File: src/rtl/core/pfs_pkg.sv
// Shared types, constants and micro-operation codes of the priority feedback scheduler.
package pfs_pkg;

	localparam int MAX_TASKS_DEF = 32;

	localparam int ID_W   = 16;
	localparam int PRIO_W = 4;
	localparam int TIME_W = 16;
	localparam int CMD_W  = 3;
	localparam int STAT_W = 2;
	localparam int CFG_AW = 2;

	localparam logic [TIME_W-1:0] TIME_SLICE_RST  = 16'd100;
	localparam logic [PRIO_W-1:0] DEF_PRIO_RST    = 4'd8;
	localparam logic [PRIO_W-1:0] LOWEST_PRIO_RST = 4'd15;

	localparam logic [CFG_AW-1:0] REG_TIME_SLICE  = 2'd0;
	localparam logic [CFG_AW-1:0] REG_DEF_PRIO    = 2'd1;
	localparam logic [CFG_AW-1:0] REG_LOWEST_PRIO = 2'd2;

	localparam logic [CMD_W-1:0] CMD_NEW      = 3'd0;
	localparam logic [CMD_W-1:0] CMD_READY    = 3'd1;
	localparam logic [CMD_W-1:0] CMD_DISPATCH = 3'd2;
	localparam logic [CMD_W-1:0] CMD_WAIT     = 3'd3;
	localparam logic [CMD_W-1:0] CMD_TERM     = 3'd4;

	localparam logic [STAT_W-1:0] ST_OK       = 2'd0;
	localparam logic [STAT_W-1:0] ST_NOTFOUND = 2'd1;
	localparam logic [STAT_W-1:0] ST_FULL     = 2'd2;

	typedef logic [4:0] op_t;

	localparam op_t OP_NONE          = 5'd0;
	localparam op_t OP_LOAD          = 5'd1;
	localparam op_t OP_INS_INIT      = 5'd2;
	localparam op_t OP_SET_IDX_ZERO  = 5'd3;
	localparam op_t OP_SET_IDX_RCNT  = 5'd4;
	localparam op_t OP_SET_IDX_CUR   = 5'd5;
	localparam op_t OP_IDX_INC       = 5'd6;
	localparam op_t OP_R_RD_PREV     = 5'd7;
	localparam op_t OP_R_SHIFT_UP    = 5'd8;
	localparam op_t OP_R_PUT         = 5'd9;
	localparam op_t OP_H_RD          = 5'd10;
	localparam op_t OP_H_FOUND       = 5'd11;
	localparam op_t OP_H_PROMOTE     = 5'd12;
	localparam op_t OP_DEMOTE        = 5'd13;
	localparam op_t OP_H_RD_NEXT     = 5'd14;
	localparam op_t OP_H_SHIFT_DN    = 5'd15;
	localparam op_t OP_H_DEC_COUNT   = 5'd16;
	localparam op_t OP_CUR_FIX       = 5'd17;
	localparam op_t OP_CUR_CLR       = 5'd18;
	localparam op_t OP_R_RD_CUR      = 5'd19;
	localparam op_t OP_GRANT         = 5'd20;
	localparam op_t OP_H_RD_PREV     = 5'd21;
	localparam op_t OP_H_SHIFT_UP    = 5'd22;
	localparam op_t OP_H_PUT         = 5'd23;
	localparam op_t OP_R_RD_NEXT     = 5'd24;
	localparam op_t OP_R_SHIFT_DN    = 5'd25;
	localparam op_t OP_R_DEC_COUNT   = 5'd26;
	localparam op_t OP_SET_NOTFOUND  = 5'd27;
	localparam op_t OP_SET_FULL      = 5'd28;
	localparam op_t OP_OUT           = 5'd29;

	typedef struct packed {
		logic [CMD_W-1:0] cmd;
		logic             cpu_zero;
		logic             r_full;
		logic             h_full;
		logic             cur_ok;
		logic             idx_zero;
		logic             idx_at_hcount;
		logic             h_rem_last;
		logic             r_rem_last;
		logic             cmp_gt;
		logic             match;
		logic             out_busy;
	} dp_status_t;

endpackage

File: src/rtl/core/pfs_datapath.sv
// Datapath of the scheduler: ready list and held table memories, counters, cursor and result.
module pfs_datapath #(
	parameter int MAX_TASKS = pfs_pkg::MAX_TASKS_DEF
) (
	input  logic                          clk,
	input  logic                          arst_n,
	input  pfs_pkg::op_t                  op,
	output pfs_pkg::dp_status_t           status,
	input  logic [31:0]                   s_tdata,
	input  logic [pfs_pkg::CMD_W-1:0]     s_tuser,
	output logic                          m_tvalid,
	input  logic                          m_tready,
	output logic [23:0]                   m_tdata,
	output logic [0:0]                    m_tuser,
	input  logic                          cfg_we,
	input  logic [pfs_pkg::CFG_AW-1:0]    cfg_addr,
	input  logic [pfs_pkg::TIME_W-1:0]    cfg_data
);
	localparam int AW = (MAX_TASKS > 1) ? $clog2(MAX_TASKS) : 1;
	localparam int CW = $clog2(MAX_TASKS + 1);
	localparam logic [CW-1:0] FULL_CNT = CW'(MAX_TASKS);
	localparam logic [CW-1:0] ONE_CNT  = CW'(1);

	logic [pfs_pkg::ID_W-1:0]   r_id_mem [MAX_TASKS];
	logic [pfs_pkg::PRIO_W-1:0] r_pr_mem [MAX_TASKS];
	logic [pfs_pkg::ID_W-1:0]   h_id_mem [MAX_TASKS];
	logic [pfs_pkg::PRIO_W-1:0] h_pr_mem [MAX_TASKS];

	logic [pfs_pkg::ID_W-1:0]   r_rd_id_q, h_rd_id_q;
	logic [pfs_pkg::PRIO_W-1:0] r_rd_pr_q, h_rd_pr_q;

	logic [CW-1:0] rcount_q, hcount_q, idx_q;
	logic [AW-1:0] cursor_q;
	logic          cvalid_q;

	logic [pfs_pkg::TIME_W-1:0] time_slice_q;
	logic [pfs_pkg::PRIO_W-1:0] def_prio_q, lowest_prio_q;

	logic [pfs_pkg::CMD_W-1:0]  cmd_q;
	logic [pfs_pkg::ID_W-1:0]   id_q;
	logic [pfs_pkg::TIME_W-1:0] cpu_q;
	logic [pfs_pkg::PRIO_W-1:0] prio_q;
	logic                       granted_q;
	logic [pfs_pkg::STAT_W-1:0] stat_q;

	logic                       out_valid_q;
	logic [pfs_pkg::ID_W-1:0]   out_gid_q;
	logic                       out_granted_q;
	logic [pfs_pkg::STAT_W-1:0] out_stat_q;

	logic [CW-1:0] idx_prev, idx_next, rcount_dec;
	logic [AW-1:0] a_cur, a_prev, a_next;

	logic                       r_we, r_re, h_we, h_re;
	logic [AW-1:0]              r_waddr, r_raddr, h_waddr, h_raddr;
	logic [pfs_pkg::ID_W-1:0]   r_wid, h_wid;
	logic [pfs_pkg::PRIO_W-1:0] r_wpr, h_wpr;

	assign idx_prev   = idx_q - ONE_CNT;
	assign idx_next   = idx_q + ONE_CNT;
	assign rcount_dec = rcount_q - ONE_CNT;
	assign a_cur      = idx_q[AW-1:0];
	assign a_prev     = idx_prev[AW-1:0];
	assign a_next     = idx_next[AW-1:0];

	always_comb begin
		r_we    = 1'b0;
		r_re    = 1'b0;
		h_we    = 1'b0;
		h_re    = 1'b0;
		r_waddr = a_cur;
		r_raddr = a_cur;
		h_waddr = a_cur;
		h_raddr = a_cur;
		r_wid   = r_rd_id_q;
		r_wpr   = r_rd_pr_q;
		h_wid   = h_rd_id_q;
		h_wpr   = h_rd_pr_q;
		case (op)
			pfs_pkg::OP_R_RD_PREV: begin
				r_re    = 1'b1;
				r_raddr = a_prev;
			end
			pfs_pkg::OP_R_SHIFT_UP: begin
				r_we = 1'b1;
			end
			pfs_pkg::OP_R_PUT: begin
				r_we  = 1'b1;
				r_wid = id_q;
				r_wpr = prio_q;
			end
			pfs_pkg::OP_R_RD_CUR: begin
				r_re    = 1'b1;
				r_raddr = cursor_q;
			end
			pfs_pkg::OP_R_RD_NEXT: begin
				r_re    = 1'b1;
				r_raddr = a_next;
			end
			pfs_pkg::OP_R_SHIFT_DN: begin
				r_we = 1'b1;
			end
			pfs_pkg::OP_H_RD: begin
				h_re = 1'b1;
			end
			pfs_pkg::OP_H_PROMOTE: begin
				h_we  = 1'b1;
				h_wid = id_q;
				h_wpr = (prio_q != '0) ? prio_q - 1'b1 : prio_q;
			end
			pfs_pkg::OP_H_RD_NEXT: begin
				h_re    = 1'b1;
				h_raddr = a_next;
			end
			pfs_pkg::OP_H_SHIFT_DN: begin
				h_we = 1'b1;
			end
			pfs_pkg::OP_H_RD_PREV: begin
				h_re    = 1'b1;
				h_raddr = a_prev;
			end
			pfs_pkg::OP_H_SHIFT_UP: begin
				h_we = 1'b1;
			end
			pfs_pkg::OP_H_PUT: begin
				h_we    = 1'b1;
				h_waddr = '0;
				h_wid   = id_q;
				h_wpr   = prio_q;
			end
			default: begin
			end
		endcase
	end

	always_ff @(posedge clk) begin
		if (r_we) begin
			r_id_mem[r_waddr] <= r_wid;
			r_pr_mem[r_waddr] <= r_wpr;
		end
		if (r_re) begin
			r_rd_id_q <= r_id_mem[r_raddr];
			r_rd_pr_q <= r_pr_mem[r_raddr];
		end
		if (h_we) begin
			h_id_mem[h_waddr] <= h_wid;
			h_pr_mem[h_waddr] <= h_wpr;
		end
		if (h_re) begin
			h_rd_id_q <= h_id_mem[h_raddr];
			h_rd_pr_q <= h_pr_mem[h_raddr];
		end
	end

	always_ff @(posedge clk or negedge arst_n) begin
		if (!arst_n) begin
			time_slice_q  <= pfs_pkg::TIME_SLICE_RST;
			def_prio_q    <= pfs_pkg::DEF_PRIO_RST;
			lowest_prio_q <= pfs_pkg::LOWEST_PRIO_RST;
		end else if (cfg_we) begin
			case (cfg_addr)
				pfs_pkg::REG_TIME_SLICE:  time_slice_q  <= cfg_data;
				pfs_pkg::REG_DEF_PRIO:    def_prio_q    <= cfg_data[pfs_pkg::PRIO_W-1:0];
				pfs_pkg::REG_LOWEST_PRIO: lowest_prio_q <= cfg_data[pfs_pkg::PRIO_W-1:0];
				default: begin
				end
			endcase
		end
	end

	always_ff @(posedge clk or negedge arst_n) begin
		if (!arst_n) begin
			rcount_q    <= '0;
			hcount_q    <= '0;
			cursor_q    <= '0;
			cvalid_q    <= 1'b0;
			out_valid_q <= 1'b0;
		end else begin
			if (op == pfs_pkg::OP_OUT) begin
				out_valid_q <= 1'b1;
			end else if (m_tready) begin
				out_valid_q <= 1'b0;
			end
			case (op)
				pfs_pkg::OP_R_PUT: begin
					rcount_q <= rcount_q + ONE_CNT;
					if (!cvalid_q) begin
						cursor_q <= '0;
						cvalid_q <= 1'b1;
					end else if (CW'(cursor_q) >= idx_q) begin
						cursor_q <= cursor_q + 1'b1;
					end
				end
				pfs_pkg::OP_H_DEC_COUNT: hcount_q <= hcount_q - ONE_CNT;
				pfs_pkg::OP_H_PUT:       hcount_q <= hcount_q + ONE_CNT;
				pfs_pkg::OP_CUR_FIX: begin
					if (!cvalid_q && rcount_q != '0) begin
						cursor_q <= '0;
						cvalid_q <= 1'b1;
					end
				end
				pfs_pkg::OP_CUR_CLR: begin
					cursor_q <= '0;
					cvalid_q <= 1'b0;
				end
				pfs_pkg::OP_R_DEC_COUNT: begin
					rcount_q <= rcount_dec;
					if (CW'(cursor_q) < rcount_dec) begin
						cvalid_q <= 1'b1;
					end else begin
						cvalid_q <= 1'b0;
						cursor_q <= '0;
					end
				end
				default: begin
				end
			endcase
		end
	end

	always_ff @(posedge clk) begin
		case (op)
			pfs_pkg::OP_LOAD: begin
				cmd_q     <= s_tuser;
				id_q      <= s_tdata[15:0];
				cpu_q     <= s_tdata[31:16];
				granted_q <= 1'b0;
				stat_q    <= pfs_pkg::ST_OK;
			end
			pfs_pkg::OP_INS_INIT: begin
				prio_q <= def_prio_q;
				idx_q  <= rcount_q;
			end
			pfs_pkg::OP_SET_IDX_ZERO: idx_q <= '0;
			pfs_pkg::OP_SET_IDX_RCNT: idx_q <= rcount_q;
			pfs_pkg::OP_SET_IDX_CUR:  idx_q <= CW'(cursor_q);
			pfs_pkg::OP_IDX_INC:      idx_q <= idx_next;
			pfs_pkg::OP_R_SHIFT_UP:   idx_q <= idx_prev;
			pfs_pkg::OP_H_SHIFT_UP:   idx_q <= idx_prev;
			pfs_pkg::OP_H_SHIFT_DN:   idx_q <= idx_next;
			pfs_pkg::OP_R_SHIFT_DN:   idx_q <= idx_next;
			pfs_pkg::OP_H_FOUND:      prio_q <= h_rd_pr_q;
			pfs_pkg::OP_DEMOTE: begin
				if (cpu_q >= time_slice_q && prio_q < lowest_prio_q) begin
					prio_q <= prio_q + 1'b1;
				end
			end
			pfs_pkg::OP_GRANT: begin
				id_q      <= r_rd_id_q;
				prio_q    <= r_rd_pr_q;
				granted_q <= 1'b1;
				idx_q     <= hcount_q;
			end
			pfs_pkg::OP_SET_NOTFOUND: stat_q <= pfs_pkg::ST_NOTFOUND;
			pfs_pkg::OP_SET_FULL:     stat_q <= pfs_pkg::ST_FULL;
			pfs_pkg::OP_OUT: begin
				out_gid_q     <= granted_q ? id_q : '0;
				out_granted_q <= granted_q;
				out_stat_q    <= stat_q;
			end
			default: begin
			end
		endcase
	end

	always_comb begin
		status.cmd           = cmd_q;
		status.cpu_zero      = (cpu_q == '0);
		status.r_full        = (rcount_q == FULL_CNT);
		status.h_full        = (hcount_q == FULL_CNT);
		status.cur_ok        = cvalid_q && (CW'(cursor_q) < rcount_q);
		status.idx_zero      = (idx_q == '0);
		status.idx_at_hcount = (idx_q == hcount_q);
		status.h_rem_last    = (idx_next >= hcount_q);
		status.r_rem_last    = (idx_next >= rcount_q);
		status.cmp_gt        = (r_rd_pr_q > prio_q);
		status.match         = (h_rd_id_q == id_q);
		status.out_busy      = out_valid_q && !m_tready;
	end

	assign m_tvalid = out_valid_q;
	assign m_tdata  = {6'b0, out_stat_q, out_gid_q};
	assign m_tuser  = out_granted_q;

endmodule

File: src/rtl/core/pfs_ctrl.sv
// Controller state machine of the scheduler: sequences the list walks of each command.
module pfs_ctrl (
	input  logic                clk,
	input  logic                arst_n,
	input  logic                s_tvalid,
	output logic                s_tready,
	input  pfs_pkg::dp_status_t status,
	output pfs_pkg::op_t        op
);
	localparam logic [4:0] S_IDLE     = 5'd0;
	localparam logic [4:0] S_DEC      = 5'd1;
	localparam logic [4:0] S_FND_CHK  = 5'd2;
	localparam logic [4:0] S_FND_CMP  = 5'd3;
	localparam logic [4:0] S_FOUND    = 5'd4;
	localparam logic [4:0] S_HREM_CHK = 5'd5;
	localparam logic [4:0] S_HREM_W   = 5'd6;
	localparam logic [4:0] S_INS_SET  = 5'd7;
	localparam logic [4:0] S_INS_CHK  = 5'd8;
	localparam logic [4:0] S_INS_CMP  = 5'd9;
	localparam logic [4:0] S_DSP      = 5'd10;
	localparam logic [4:0] S_GRANT    = 5'd11;
	localparam logic [4:0] S_PUSH_CHK = 5'd12;
	localparam logic [4:0] S_PUSH_W   = 5'd13;
	localparam logic [4:0] S_RREM_SET = 5'd14;
	localparam logic [4:0] S_RREM_CHK = 5'd15;
	localparam logic [4:0] S_RREM_W   = 5'd16;
	localparam logic [4:0] S_DONE     = 5'd17;

	logic [4:0] state_q, state_d;

	always_ff @(posedge clk or negedge arst_n) begin
		if (!arst_n) begin
			state_q <= S_IDLE;
		end else begin
			state_q <= state_d;
		end
	end

	always_comb begin
		state_d  = state_q;
		op       = pfs_pkg::OP_NONE;
		s_tready = 1'b0;
		case (state_q)
			S_IDLE: begin
				s_tready = 1'b1;
				if (s_tvalid) begin
					op      = pfs_pkg::OP_LOAD;
					state_d = S_DEC;
				end
			end
			S_DEC: begin
				if (status.cmd == pfs_pkg::CMD_NEW ||
				    (status.cmd == pfs_pkg::CMD_READY && status.cpu_zero)) begin
					if (status.r_full) begin
						op      = pfs_pkg::OP_SET_FULL;
						state_d = S_DONE;
					end else begin
						op      = pfs_pkg::OP_INS_INIT;
						state_d = S_INS_CHK;
					end
				end else if (status.cmd == pfs_pkg::CMD_READY ||
				             status.cmd == pfs_pkg::CMD_WAIT ||
				             status.cmd == pfs_pkg::CMD_TERM) begin
					op      = pfs_pkg::OP_SET_IDX_ZERO;
					state_d = S_FND_CHK;
				end else if (status.cmd == pfs_pkg::CMD_DISPATCH) begin
					op      = pfs_pkg::OP_CUR_FIX;
					state_d = S_DSP;
				end else begin
					state_d = S_DONE;
				end
			end
			S_FND_CHK: begin
				if (status.idx_at_hcount) begin
					op      = pfs_pkg::OP_SET_NOTFOUND;
					state_d = S_DONE;
				end else begin
					op      = pfs_pkg::OP_H_RD;
					state_d = S_FND_CMP;
				end
			end
			S_FND_CMP: begin
				if (status.match) begin
					op      = pfs_pkg::OP_H_FOUND;
					state_d = S_FOUND;
				end else begin
					op      = pfs_pkg::OP_IDX_INC;
					state_d = S_FND_CHK;
				end
			end
			S_FOUND: begin
				if (status.cmd == pfs_pkg::CMD_WAIT) begin
					op      = pfs_pkg::OP_H_PROMOTE;
					state_d = S_DONE;
				end else if (status.cmd == pfs_pkg::CMD_TERM) begin
					state_d = S_HREM_CHK;
				end else if (status.r_full) begin
					op      = pfs_pkg::OP_SET_FULL;
					state_d = S_DONE;
				end else begin
					op      = pfs_pkg::OP_DEMOTE;
					state_d = S_HREM_CHK;
				end
			end
			S_HREM_CHK: begin
				if (status.h_rem_last) begin
					op      = pfs_pkg::OP_H_DEC_COUNT;
					state_d = (status.cmd == pfs_pkg::CMD_READY) ? S_INS_SET : S_DONE;
				end else begin
					op      = pfs_pkg::OP_H_RD_NEXT;
					state_d = S_HREM_W;
				end
			end
			S_HREM_W: begin
				op      = pfs_pkg::OP_H_SHIFT_DN;
				state_d = S_HREM_CHK;
			end
			S_INS_SET: begin
				op      = pfs_pkg::OP_SET_IDX_RCNT;
				state_d = S_INS_CHK;
			end
			S_INS_CHK: begin
				if (status.idx_zero) begin
					op      = pfs_pkg::OP_R_PUT;
					state_d = S_DONE;
				end else begin
					op      = pfs_pkg::OP_R_RD_PREV;
					state_d = S_INS_CMP;
				end
			end
			S_INS_CMP: begin
				if (status.cmp_gt) begin
					op      = pfs_pkg::OP_R_SHIFT_UP;
					state_d = S_INS_CHK;
				end else begin
					op      = pfs_pkg::OP_R_PUT;
					state_d = S_DONE;
				end
			end
			S_DSP: begin
				if (!status.cur_ok) begin
					op      = pfs_pkg::OP_CUR_CLR;
					state_d = S_DONE;
				end else if (status.h_full) begin
					op      = pfs_pkg::OP_SET_FULL;
					state_d = S_DONE;
				end else begin
					op      = pfs_pkg::OP_R_RD_CUR;
					state_d = S_GRANT;
				end
			end
			S_GRANT: begin
				op      = pfs_pkg::OP_GRANT;
				state_d = S_PUSH_CHK;
			end
			S_PUSH_CHK: begin
				if (status.idx_zero) begin
					op      = pfs_pkg::OP_H_PUT;
					state_d = S_RREM_SET;
				end else begin
					op      = pfs_pkg::OP_H_RD_PREV;
					state_d = S_PUSH_W;
				end
			end
			S_PUSH_W: begin
				op      = pfs_pkg::OP_H_SHIFT_UP;
				state_d = S_PUSH_CHK;
			end
			S_RREM_SET: begin
				op      = pfs_pkg::OP_SET_IDX_CUR;
				state_d = S_RREM_CHK;
			end
			S_RREM_CHK: begin
				if (status.r_rem_last) begin
					op      = pfs_pkg::OP_R_DEC_COUNT;
					state_d = S_DONE;
				end else begin
					op      = pfs_pkg::OP_R_RD_NEXT;
					state_d = S_RREM_W;
				end
			end
			S_RREM_W: begin
				op      = pfs_pkg::OP_R_SHIFT_DN;
				state_d = S_RREM_CHK;
			end
			S_DONE: begin
				if (!status.out_busy) begin
					op      = pfs_pkg::OP_OUT;
					state_d = S_IDLE;
				end
			end
			default: begin
				state_d = S_IDLE;
			end
		endcase
	end

endmodule

File: src/rtl/core/priority_feedback_scheduler_unit.sv
// Top level of the priority feedback scheduler: controller and datapath.
//
// Commands arrive as beats on the s_ channel: s_tuser carries the command code,
// s_tdata the task ID and the CPU time. Every command beat yields exactly one
// result beat on the m_ channel: granted ID and status in m_tdata, the grant
// flag in m_tuser. The register port writes time slice, default priority and
// lowest priority whenever cfg_we is high; the user must write it only while
// the block is idle, as the block itself does not enforce this.
// One command is worked on at a time. Each step of a walk over the ready list
// or the held table uses the single read port of that memory (read, then
// compare or write back). A ready event walks the held table once, to find the
// task and close its gap, and then walks the ready list to insert it (with zero
// CPU time it is inserted as a new task); a dispatch pushes onto the held table
// and closes the gap in the ready list. The result sits in an output register,
// so a new command is taken while the previous result still waits; a stalled
// receiver holds the block only when a second result is ready to be written.
// Reset empties both lists, drops the cursor and restores the register
// defaults.
module priority_feedback_scheduler_unit #(
	parameter int MAX_TASKS = pfs_pkg::MAX_TASKS_DEF
) (
	input  logic                       clk,
	input  logic                       arst_n,
	input  logic                       s_tvalid,
	output logic                       s_tready,
	input  logic [31:0]                s_tdata,  // task_id, cpu_time
	input  logic [pfs_pkg::CMD_W-1:0]  s_tuser,  // cmd
	output logic                       m_tvalid,
	input  logic                       m_tready,
	output logic [23:0]                m_tdata,  // granted_id, status
	output logic [0:0]                 m_tuser,  // granted
	input  logic                       cfg_we,
	input  logic [pfs_pkg::CFG_AW-1:0] cfg_addr,
	input  logic [pfs_pkg::TIME_W-1:0] cfg_data
);
	pfs_pkg::op_t        op;
	pfs_pkg::dp_status_t status;

	pfs_ctrl u_ctrl (
		.clk      (clk),
		.arst_n   (arst_n),
		.s_tvalid (s_tvalid),
		.s_tready (s_tready),
		.status   (status),
		.op       (op)
	);

	pfs_datapath #(
		.MAX_TASKS (MAX_TASKS)
	) u_datapath (
		.clk      (clk),
		.arst_n   (arst_n),
		.op       (op),
		.status   (status),
		.s_tdata  (s_tdata),
		.s_tuser  (s_tuser),
		.m_tvalid (m_tvalid),
		.m_tready (m_tready),
		.m_tdata  (m_tdata),
		.m_tuser  (m_tuser),
		.cfg_we   (cfg_we),
		.cfg_addr (cfg_addr),
		.cfg_data (cfg_data)
	);

endmodule
File: config.mk
export PLATFORM = sky130hd
export DESIGN_NAME = priority_feedback_scheduler_unit
export DESIGN_NICKNAME = d
export VERILOG_FILES = /design/src/rtl/core/pfs_pkg.sv /design/src/rtl/core/pfs_datapath.sv /design/src/rtl/core/pfs_ctrl.sv /design/src/rtl/core/priority_feedback_scheduler_unit.sv
export SDC_FILE = /design/constraint.sdc
export NUM_CORES = 2
export LEC_CHECK = 0
export BUFFER_PORTS_ARGS = -buffer_cell sky130_fd_sc_hd__buf_2
export CAP_MARGIN = 20
export CORE_MARGIN = 5
export CORE_UTILIZATION = 59
export DETAILED_ROUTE_END_ITERATION = 6
export HOLD_SLACK_MARGIN = 0.06
export PLACE_DENSITY = 0.81
export SLEW_MARGIN = 15
export SYNTH_ARGS = -nofsm -noshare
export SYNTH_HDL_FRONTEND = slang
export SYNTH_SLANG_ARGS = --single-unit
export TNS_END_PERCENT = 100
File: constraint.sdc
create_clock -name clk -period 8.4 [get_ports clk]
set_input_delay 2.1 -clock clk [delete_from_list [all_inputs] [get_ports clk]]
set_output_delay 2.1 -clock clk [all_outputs]
set_load 0.01 [all_outputs]
## After elaboration in Yosys (flattened, before gate mapping)

Memories as Yosys holds them, arrays and structs flattened. A register that Yosys moved wholly into a read port is not among the register bits.
Index checks and enable logic that the tools add are counted.

| word-level totals | value |
|---|---|
| register bits | 115 |
| bits in latches | 0 |
| memory bits (writable) | 1,280 |
| memory bits (read-only) | 0 |
| input port bits | 58 |
| output and inout port bits | 27 |
| word-level logic and storage cells | 218 |
| memories kept | 4 |

| cells by class | value |
|---|---|
| $add $sub $neg | 9 |
| multipliers | 0 |
| div/mod/pow operators | 0 |
| $lt $le $gt $ge | 8 |
| eq/ne operators | 62 |
| shifts and indexed selects | 0 |
| mux-type cells | 74 |
| bitwise gates (word level) | 0 |
| reduce and logical (&&, ||, !) cells | 42 |

Memory list:

| memory | words | width | read ports | clocked after memory_dff | write ports | RTL line | text |
|---|---|---|---|---|---|---|---|
| u_datapath.h_id_mem | 32 | 16 | 1 | 1 | 1 | pfs_datapath.sv:26 | `logic [pfs_pkg::ID_W-1:0] h_id_mem [MAX_TASKS];` |
| u_datapath.r_id_mem | 32 | 16 | 1 | 1 | 1 | pfs_datapath.sv:24 | `logic [pfs_pkg::ID_W-1:0] r_id_mem [MAX_TASKS];` |
| u_datapath.h_pr_mem | 32 | 4 | 1 | 1 | 1 | pfs_datapath.sv:27 | `logic [pfs_pkg::PRIO_W-1:0] h_pr_mem [MAX_TASKS];` |
| u_datapath.r_pr_mem | 32 | 4 | 1 | 1 | 1 | pfs_datapath.sv:25 | `logic [pfs_pkg::PRIO_W-1:0] r_pr_mem [MAX_TASKS];` |

Operator list:

| kind | number |
|---|---|
| $mux W5 | 32 |
| $pmux W5 S18 | 1 |
| $eq A5 B4 Y1 const B | 16 |
| $eq A5 B5 Y1 const B | 16 |
| $pmux W5 S16 | 1 |
| $eq A5 B3 Y1 const B | 8 |
| $pmux W6 S6 | 1 |
| $mux W16 | 2 |
| $pmux W16 S2 | 1 |
| $mux W4 | 6 |
| $pmux W6 S2 | 2 |
| $eq A5 B2 Y1 const B | 4 |
| $pmux W5 S4 | 1 |
| $add A6 B1 Y6 const B | 3 |
| $sub A6 B1 Y6 const B | 3 |
| $eq A16 B16 Y1 | 1 |
| $ge A16 B16 Y1 | 1 |
| $logic_not A16 Y1 | 1 |
| $mux W1 | 16 |
| $pmux W4 S4 | 1 |
| $pmux W5 S3 | 1 |
| $eq A6 B6 Y1 const B | 2 |
| $ge A6 B6 Y1 | 2 |
| $lt A5 B6 Y1 | 2 |
| other kinds (39) | 71 |

## Longest topological paths before layout

| depth | value |
|---|---|
| depth in word-level cells | 11 |
| depth in mapped cells | 22 |
| gate-level depth less buffers | 17 |

## Modules after synthesis

From an unflattened synthesis, not the netlist that was laid out.

| unflattened totals | value |
|---|---|
| cell total of the unflattened synthesis | 3,689 |
| area total of the unflattened synthesis | 59,423.2 µm² |

Modules (own cells, without submodules):

| module | times used | cells each | area each (µm²) | seq. area each (µm²) |
|---|---|---|---|---|
| pfs_datapath | 1 | 3,525 | 58,313.4 | 42,736.0 |
| pfs_ctrl | 1 | 164 | 1,109.8 | 125.1 |

## Least setup slack after synthesis

Ideal clock, no wire load.

| path | value |
|---|---|
| path type | input to register |
| start | input port m_tready |
| end | register u_datapath.h_rd_id_q[0] in the netlist's numbering, read port of u_datapath.h_id_mem, enable pin |
| setup time | 0.425 ns |
| arrival time | 5.269 ns |
| required time | 7.975 ns |
| path slack | 2.706 ns |
| stages | 7 |
| buffers on the path | 0 |
| cell sequence | nand2b_1 -> and3_1 -> or4_1 -> nand2_1 -> nand4_1 -> or3_1 -> o21ai_0 |

| on the way | value |
|---|---|
| cells in the longest elaborated chain, start to end | 7 |
| elaborated cells on any way between the ends | 10 |
| those cells by class | 3 x eq/ne; 4 x mux; 3 x reduce/logical |

Ends and longest elaborated chain:

| what | RTL line | text |
|---|---|---|
| from (decl) | priority_feedback_scheduler_unit.sv:29 | `input logic m_tready,` |
| $logic_not A1 Y1 * | pfs_datapath.sv:278 | `status.out_busy = out_valid_q && !m_tready;` |
| $logic_and A1 B1 Y1 * | pfs_datapath.sv:278 |  |
| $mux W5 * | pfs_ctrl.sv:187 | `if (!status.out_busy) begin` |
| $pmux W5 S18 * | pfs_ctrl.sv:43 | `case (state_q)` |
| $eq A5 B4 Y1 or $eq A5 B5 Y1 (tied branches) | pfs_datapath.sv:79 | `case (op)` |
| $reduce_or A3 Y1 (no source line) * | n/a |  |
| $mux W1 * | pfs_datapath.sv:79 |  |
| named net u_datapath.h_re | pfs_datapath.sv:54 | `logic r_we, r_re, h_we, h_re;` |
| to (decl) | pfs_datapath.sv:29 | `logic [pfs_pkg::ID_W-1:0] r_rd_id_q, h_rd_id_q;` |

Mark *: on every way through the listed nets, which the timed path passes. The rest lies on a longest branch.
A chain may end at the register's enable or synchronous reset.

## Worst setup path in the final report

| path | value |
|---|---|
| start | register u_datapath.idx_q[1] |
| end | register u_datapath.h_rd_id_q[1] in the netlist's numbering, read port of u_datapath.h_id_mem (data pin) |

| on the way | value |
|---|---|
| cells in the longest elaborated chain, start to end | 7 |
| elaborated cells on any way between the ends | 18 |
| those cells by class | 2 x add/sub; 2 x order compare; 4 x eq/ne; 8 x mux; 2 x reduce/logical |

Ends and longest elaborated chain:

| what | RTL line | text |
|---|---|---|
| from (decl) | pfs_datapath.sv:32 | `logic [CW-1:0] rcount_q, hcount_q, idx_q;` |
| from (signal assigned) | pfs_datapath.sv:232 | `idx_q <= rcount_q;` |
| from (signal assigned) | pfs_datapath.sv:235 | `pfs_pkg::OP_SET_IDX_RCNT: idx_q <= rcount_q;` |
| from (signal assigned) | pfs_datapath.sv:236 | `pfs_pkg::OP_SET_IDX_CUR: idx_q <= CW'(cursor_q);` |
| $add A6 B1 Y6 | pfs_datapath.sv:60 | `assign idx_next = idx_q + ONE_CNT;` |
| $ge A6 B6 Y1 (on tied branches) | pfs_datapath.sv:275, pfs_datapath.sv:274 |  |
| $mux W2 or $mux W5 (tied branches) | pfs_ctrl.sv:174, pfs_ctrl.sv:106 |  |
| $pmux W5 S18 | pfs_ctrl.sv:43 |  |
| $eq A5 B4 Y1 or $eq A5 B5 Y1 (tied branches) | pfs_datapath.sv:79 |  |
| $reduce_or A3 Y1 (no source line) | n/a |  |
| $mux W1 | pfs_datapath.sv:79 |  |

Parallel ways exist; a longest one is shown, timed or not.

==> impl_metrics.xml <==
<?xml version="1.0" encoding="UTF-8"?>
<metrics>
  <group name="sta">
    <metric name="skew" unit="ns">0.0442</metric>
    <metric name="grt_setup_unrepaired" unit="">false</metric>
    <metric name="post-route-worst-setup-slack" unit="ns">1.81</metric>
    <metric name="max_freq" unit="MHz">152</metric>
    <metric name="timing.max_slew.rel_slack" unit="">0.222</metric>
    <metric name="timing.final.crit_share" unit="">0.784</metric>
    <metric name="period_minus_slack" unit="ns">6.59</metric>
    <metric name="hold_viol" unit="">0</metric>
    <metric name="finish_stage_setup_viols" unit="">0</metric>
    <metric name="timing.final.max_slew_violations" unit="">0</metric>
    <metric name="timing_worst_slew_pin_value" unit="ns">1.17</metric>
    <metric name="setup-tns-final" unit="ns">0</metric>
  </group>
  <group name="run">
    <metric name="max_cap_violations" unit="">0</metric>
  </group>
  <group name="die">
    <metric name="rows" unit="">116</metric>
    <metric name="initial_core_util" unit="">0.595</metric>
    <metric name="floorplan.die.width" unit="um">328</metric>
    <metric name="placeableCoreArea" unit="um2">100000</metric>
    <metric name="design.portCount" unit="">85</metric>
    <metric name="dieArea" unit="um2">107000</metric>
    <metric name="fp.dieH" unit="um">328</metric>
  </group>
  <group name="route">
    <metric name="vias" unit="">37300</metric>
    <metric name="dr.pass1.iters" unit="">7</metric>
    <metric name="avgViaCountPerCell" unit="">6.49</metric>
    <metric name="post_drt_wl_per_cell" unit="um">27.6</metric>
    <metric name="finalWirelength" unit="mm">159</metric>
    <metric name="drc_errors" unit="">1</metric>
    <metric name="dr.first_iter.drc_count" unit="">5279</metric>
    <metric name="postRouteAntennaNets" unit="">0</metric>
  </group>
  <group name="logic_synthesis">
    <metric name="postSynthCellCount" unit="">4251</metric>
    <metric name="synth_flop_cell" unit="">edfxtp_1</metric>
    <metric name="cell_types_occupying_the_most_area_after_synthesis" unit="">edfxtp_1, mux2i_1, nand2_1, nand3_1, nor2_1</metric>
    <metric name="ys.warnings.count" unit="">0</metric>
    <metric name="synthAdderAreaFrac" unit="">0.0134</metric>
    <metric name="synth_seq_cells" unit="">1435</metric>
    <metric name="synth.largest_area_cell" unit="">edfxtp_1</metric>
    <metric name="synth_compound_gate_area_share" unit="">0.0688</metric>
    <metric name="synth_enable_flop_cells" unit="">1387</metric>
    <metric name="dominant_combinational_cell_family_by_area_after_synthesis" unit="">simple AND/OR/NAND/NOR gates</metric>
    <metric name="synthXorXnorAreaFrac" unit="">0.00720</metric>
    <metric name="synth_top_area_share" unit="">0.699</metric>
    <metric name="synth_async_sr_flop_share" unit="">0.0334</metric>
    <metric name="synth.distinct_cells" unit="">94</metric>
    <metric name="post_synth_mux_area_share" unit="">0.0616</metric>
    <metric name="synthesis.area_per_instance" unit="um2">14.0</metric>
    <metric name="area_of_the_mapped_netlist" unit="um2">59600</metric>
    <metric name="synth_simple_gate_area_frac" unit="">0.107</metric>
    <metric name="sequential_to_total_area_share_from_yosys_stat" unit="">0.719</metric>
  </group>
  <group name="place">
    <metric name="dp_hpwl" unit="mm">98.1</metric>
    <metric name="place.port_buffers" unit="">78</metric>
    <metric name="post-place-ws" unit="ns">1.51</metric>
    <metric name="place.gp.congestion" unit="">1.01</metric>
    <metric name="placement.cell_area" unit="um2">61500</metric>
  </group>
  <group name="outcome">
    <metric name="violations" unit="">design-rule violations</metric>
    <metric name="run_status" unit="">complete, but fails checks</metric>
  </group>
  <group name="final_layout">
    <metric name="diodes" unit="">0</metric>
    <metric name="final_common_cell" unit="">edfxtp_1</metric>
    <metric name="regArea" unit="um2">42900</metric>
    <metric name="layout-drive-gt1-share" unit="">0.123</metric>
    <metric name="n_fill_cell" unit="">6667</metric>
    <metric name="design_area" unit="um2">66200</metric>
    <metric name="flow.area_growth_from_synthesis" unit="%">11.1</metric>
    <metric name="final_cell_mix" unit="">edfxtp_1, nand2_1, mux2i_1, nand3_1, nor2_1</metric>
    <metric name="multi_input_logic_area" unit="um2">15700</metric>
    <metric name="finalNetCount" unit="">4463</metric>
  </group>
  <group name="cts">
    <metric name="clock_tree.root_cell" unit="">clkbuf_16</metric>
    <metric name="clk_pin_slew_worst_paths" unit="ns">0.06</metric>
    <metric name="clock_insertion_delay_worst_skew" unit="ns">0.77</metric>
    <metric name="cts-buffers-inserted" unit="">143</metric>
    <metric name="cts_buffer_depth" unit="">3</metric>
    <metric name="cts_setup_buffers" unit="">0</metric>
    <metric name="postCtsResizedCells" unit="">0</metric>
    <metric name="cts-hold-fix-buffers" unit="">0</metric>
    <metric name="cts_tree" unit="">done</metric>
    <metric name="clock_sink_count" unit="">1435</metric>
    <metric name="htreeDepth" unit="">4</metric>
  </group>
  <group name="setup_path">
    <metric name="critPathLaunch" unit="">u_datapath.idx_q[1]</metric>
    <metric name="cp_max_fo" unit="">19</metric>
    <metric name="start_kind" unit="">flip-flop</metric>
    <metric name="crit_path_end_kind" unit="">flip-flop</metric>
    <metric name="critical_path.slowest_cell" unit="">a32oi_2</metric>
    <metric name="worstSetupPathType" unit="">flip-flop to flip-flop</metric>
    <metric name="critical_path.top_delay_family" unit="">simple AND/OR/NAND/NOR gates</metric>
    <metric name="cp_data_arrival_time" unit="ns">7.05</metric>
    <metric name="crit_path_cell_trace" unit="">ha_1 &gt; nand3_1 &gt; xnor2_1 &gt; ha_1 &gt; a21o_1 &gt; a21oi_1 &gt; o21ai_0 &gt; a22oi_1 &gt; or4b_4 &gt; or4_4 &gt; a32oi_2 &gt; nand2b_4 &gt; nand2b_1 &gt; o22ai_1 &gt; nor4_1 &gt; o22ai_1</metric>
    <metric name="timing.critical_path.slowest_cell_delay" unit="ns">0.75</metric>
    <metric name="regToRegStartpoint" unit="">u_datapath.idx_q[1]</metric>
    <metric name="path_buf_inv" unit="">0</metric>
    <metric name="worstPathRequired" unit="ns">8.86</metric>
  </group>
  <group name="pwr">
    <metric name="cellPowerDensity" unit="nW/um2">399</metric>
    <metric name="max-vdd-ir-drop" unit="mV">0.495</metric>
    <metric name="p_leak" unit="nW">22.9</metric>
  </group>
  <group name="global_routing">
    <metric name="grt_remaining_overflow" unit="">0</metric>
    <metric name="grt_pass1_vias" unit="">35900</metric>
    <metric name="grt.total_usage" unit="">0.289</metric>
    <metric name="antenna_violations_before_repair" unit="">4</metric>
    <metric name="pin_count_of_the_biggest_net_entering_global_routing" unit="">159</metric>
    <metric name="first_pass_grt_wire_length" unit="mm">230</metric>
  </group>
  <group name="min_path">
    <metric name="hold_path.startpoint" unit="">u_datapath.stat_q[0]</metric>
    <metric name="holdCritPathClass" unit="">flip-flop to flip-flop</metric>
  </group>
</metrics>
==> stage by stage <==
step            util  hold WS, ns  power [mW]  instances
2_1_floorplan      -        0.400        16.6       4256
3_3_place_gp   0.614        0.404        19.9       5478
3_5_place_dp   0.614        0.418        20.1       5480
4_1_cts        0.659        0.433        26.2       5738
5_1_grt        0.661        0.439        27.4       5753
6_report       0.661        0.432        26.4       5753
==> cell usage after synthesis (all sizes together), types with 8 or more instances <==
cell	number
o211ai	9
or2	8
dfstp	8
inv	53
nor2	308
dfrtp	40
nand2	647
and3	9
nand4	33
nor4	52
clkbuf	100
nand3	244
o221ai	19
a211oi	8
xnor2	24
edfxtp	1387
xor2	25
mux2i	314
ha	62
o31ai	8
mux2	47
a21oi	163
a21o	13
and2	27
o211a	19
a311oi	17
o22ai	106
buf	140
nand2b	25
nor2b	11
o21ai	105
a22oi	100
nor3	26
or3	10
==> per-layer routing <==
layer	wire, um	global-route usage	vias up
met2	74500	0.459	2360
met3	17500	0.0670	418
met1	58000	0.382	18400
li1	-	-	16200
met5	10	0	-
met4	8540	0.142	2
==> cell families (layout without fill, tap and decap cells) <==
| family | Yosys count | after routing |
|---|---|---|
| adder cells (fa/ha/maj) | 63 | 63 |
| buffers and inverters | 294 | 493 |
| flip-flops | 1435 | 1435 |
| AND/OR/NAND/NOR | 1424 | 1424 |
| other | 1 | 6 |
| AO/OA/AOI/OAI | 624 | 624 |
| XOR/XNOR | 49 | 49 |
| multiplexers | 361 | 361 |
==> final cells by class <==
type / count / area share
multi-input cells: 2527 / 0.236
flip-flops and latches: 1435 / 0.647
repair buffers: 181 / 0.0211
clock buffers: 183 / 0.0573
inverters: 54 / 0.00306
well taps: 1298 / 0.0245
clock inverters: 75 / 0.0103
==> power by group <==
group	switching (mW)	leakage [nW]	internal [mW]
clock network	2.66	2.19	3.49
registers	0.483	13.1	9.48
logic	7.29	7.68	3.05
total	10.4	22.9	16.0
==> flip-flops by register name (all words and copies together), names as in the netlist, 3 cells and up <==
| name | count |
|---|---|
| u_datapath.h_rd_pr_q | 4 |
| u_datapath.def_prio_q | 4 |
| u_datapath.rcount_q | 6 |
| u_datapath.id_q | 16 |
| u_datapath.cursor_q | 5 |
| u_datapath.h_pr_mem | 128 |
| u_datapath.hcount_q | 6 |
| u_datapath.cpu_q | 16 |
| u_datapath.out_gid_q | 16 |
| u_datapath.time_slice_q | 16 |
| u_datapath.r_rd_pr_q | 4 |
| u_datapath.r_rd_id_q | 16 |
| u_datapath.h_id_mem | 512 |
| u_datapath.idx_q | 6 |
| u_datapath.r_id_mem | 512 |
| u_datapath.lowest_prio_q | 4 |
| u_datapath.h_rd_id_q | 16 |
| u_datapath.r_pr_mem | 128 |
| u_datapath.cmd_q | 3 |
| u_ctrl.state_q | 5 |
| u_datapath.prio_q | 4 |
==> worst paths after layout <==
| path | to | slack [ns] | cells past startpoint |
|---|---|---|---|
| max in group asynchronous | u_datapath.hcount_q[3] | 6.47 | 2 |
| min | u_datapath.out_stat_q[0] | 0.43 | 0 |
| min in group asynchronous | u_ctrl.state_q[4] | 1.47 | 2 |
| max reg2reg | u_datapath.h_rd_id_q[1] | 1.81 | 16 |
| min reg2reg | u_datapath.out_stat_q[0] | 0.43 | 0 |
| max | u_datapath.h_rd_id_q[1] | 1.81 | 16 |
(Power assumes the default switching activity.)
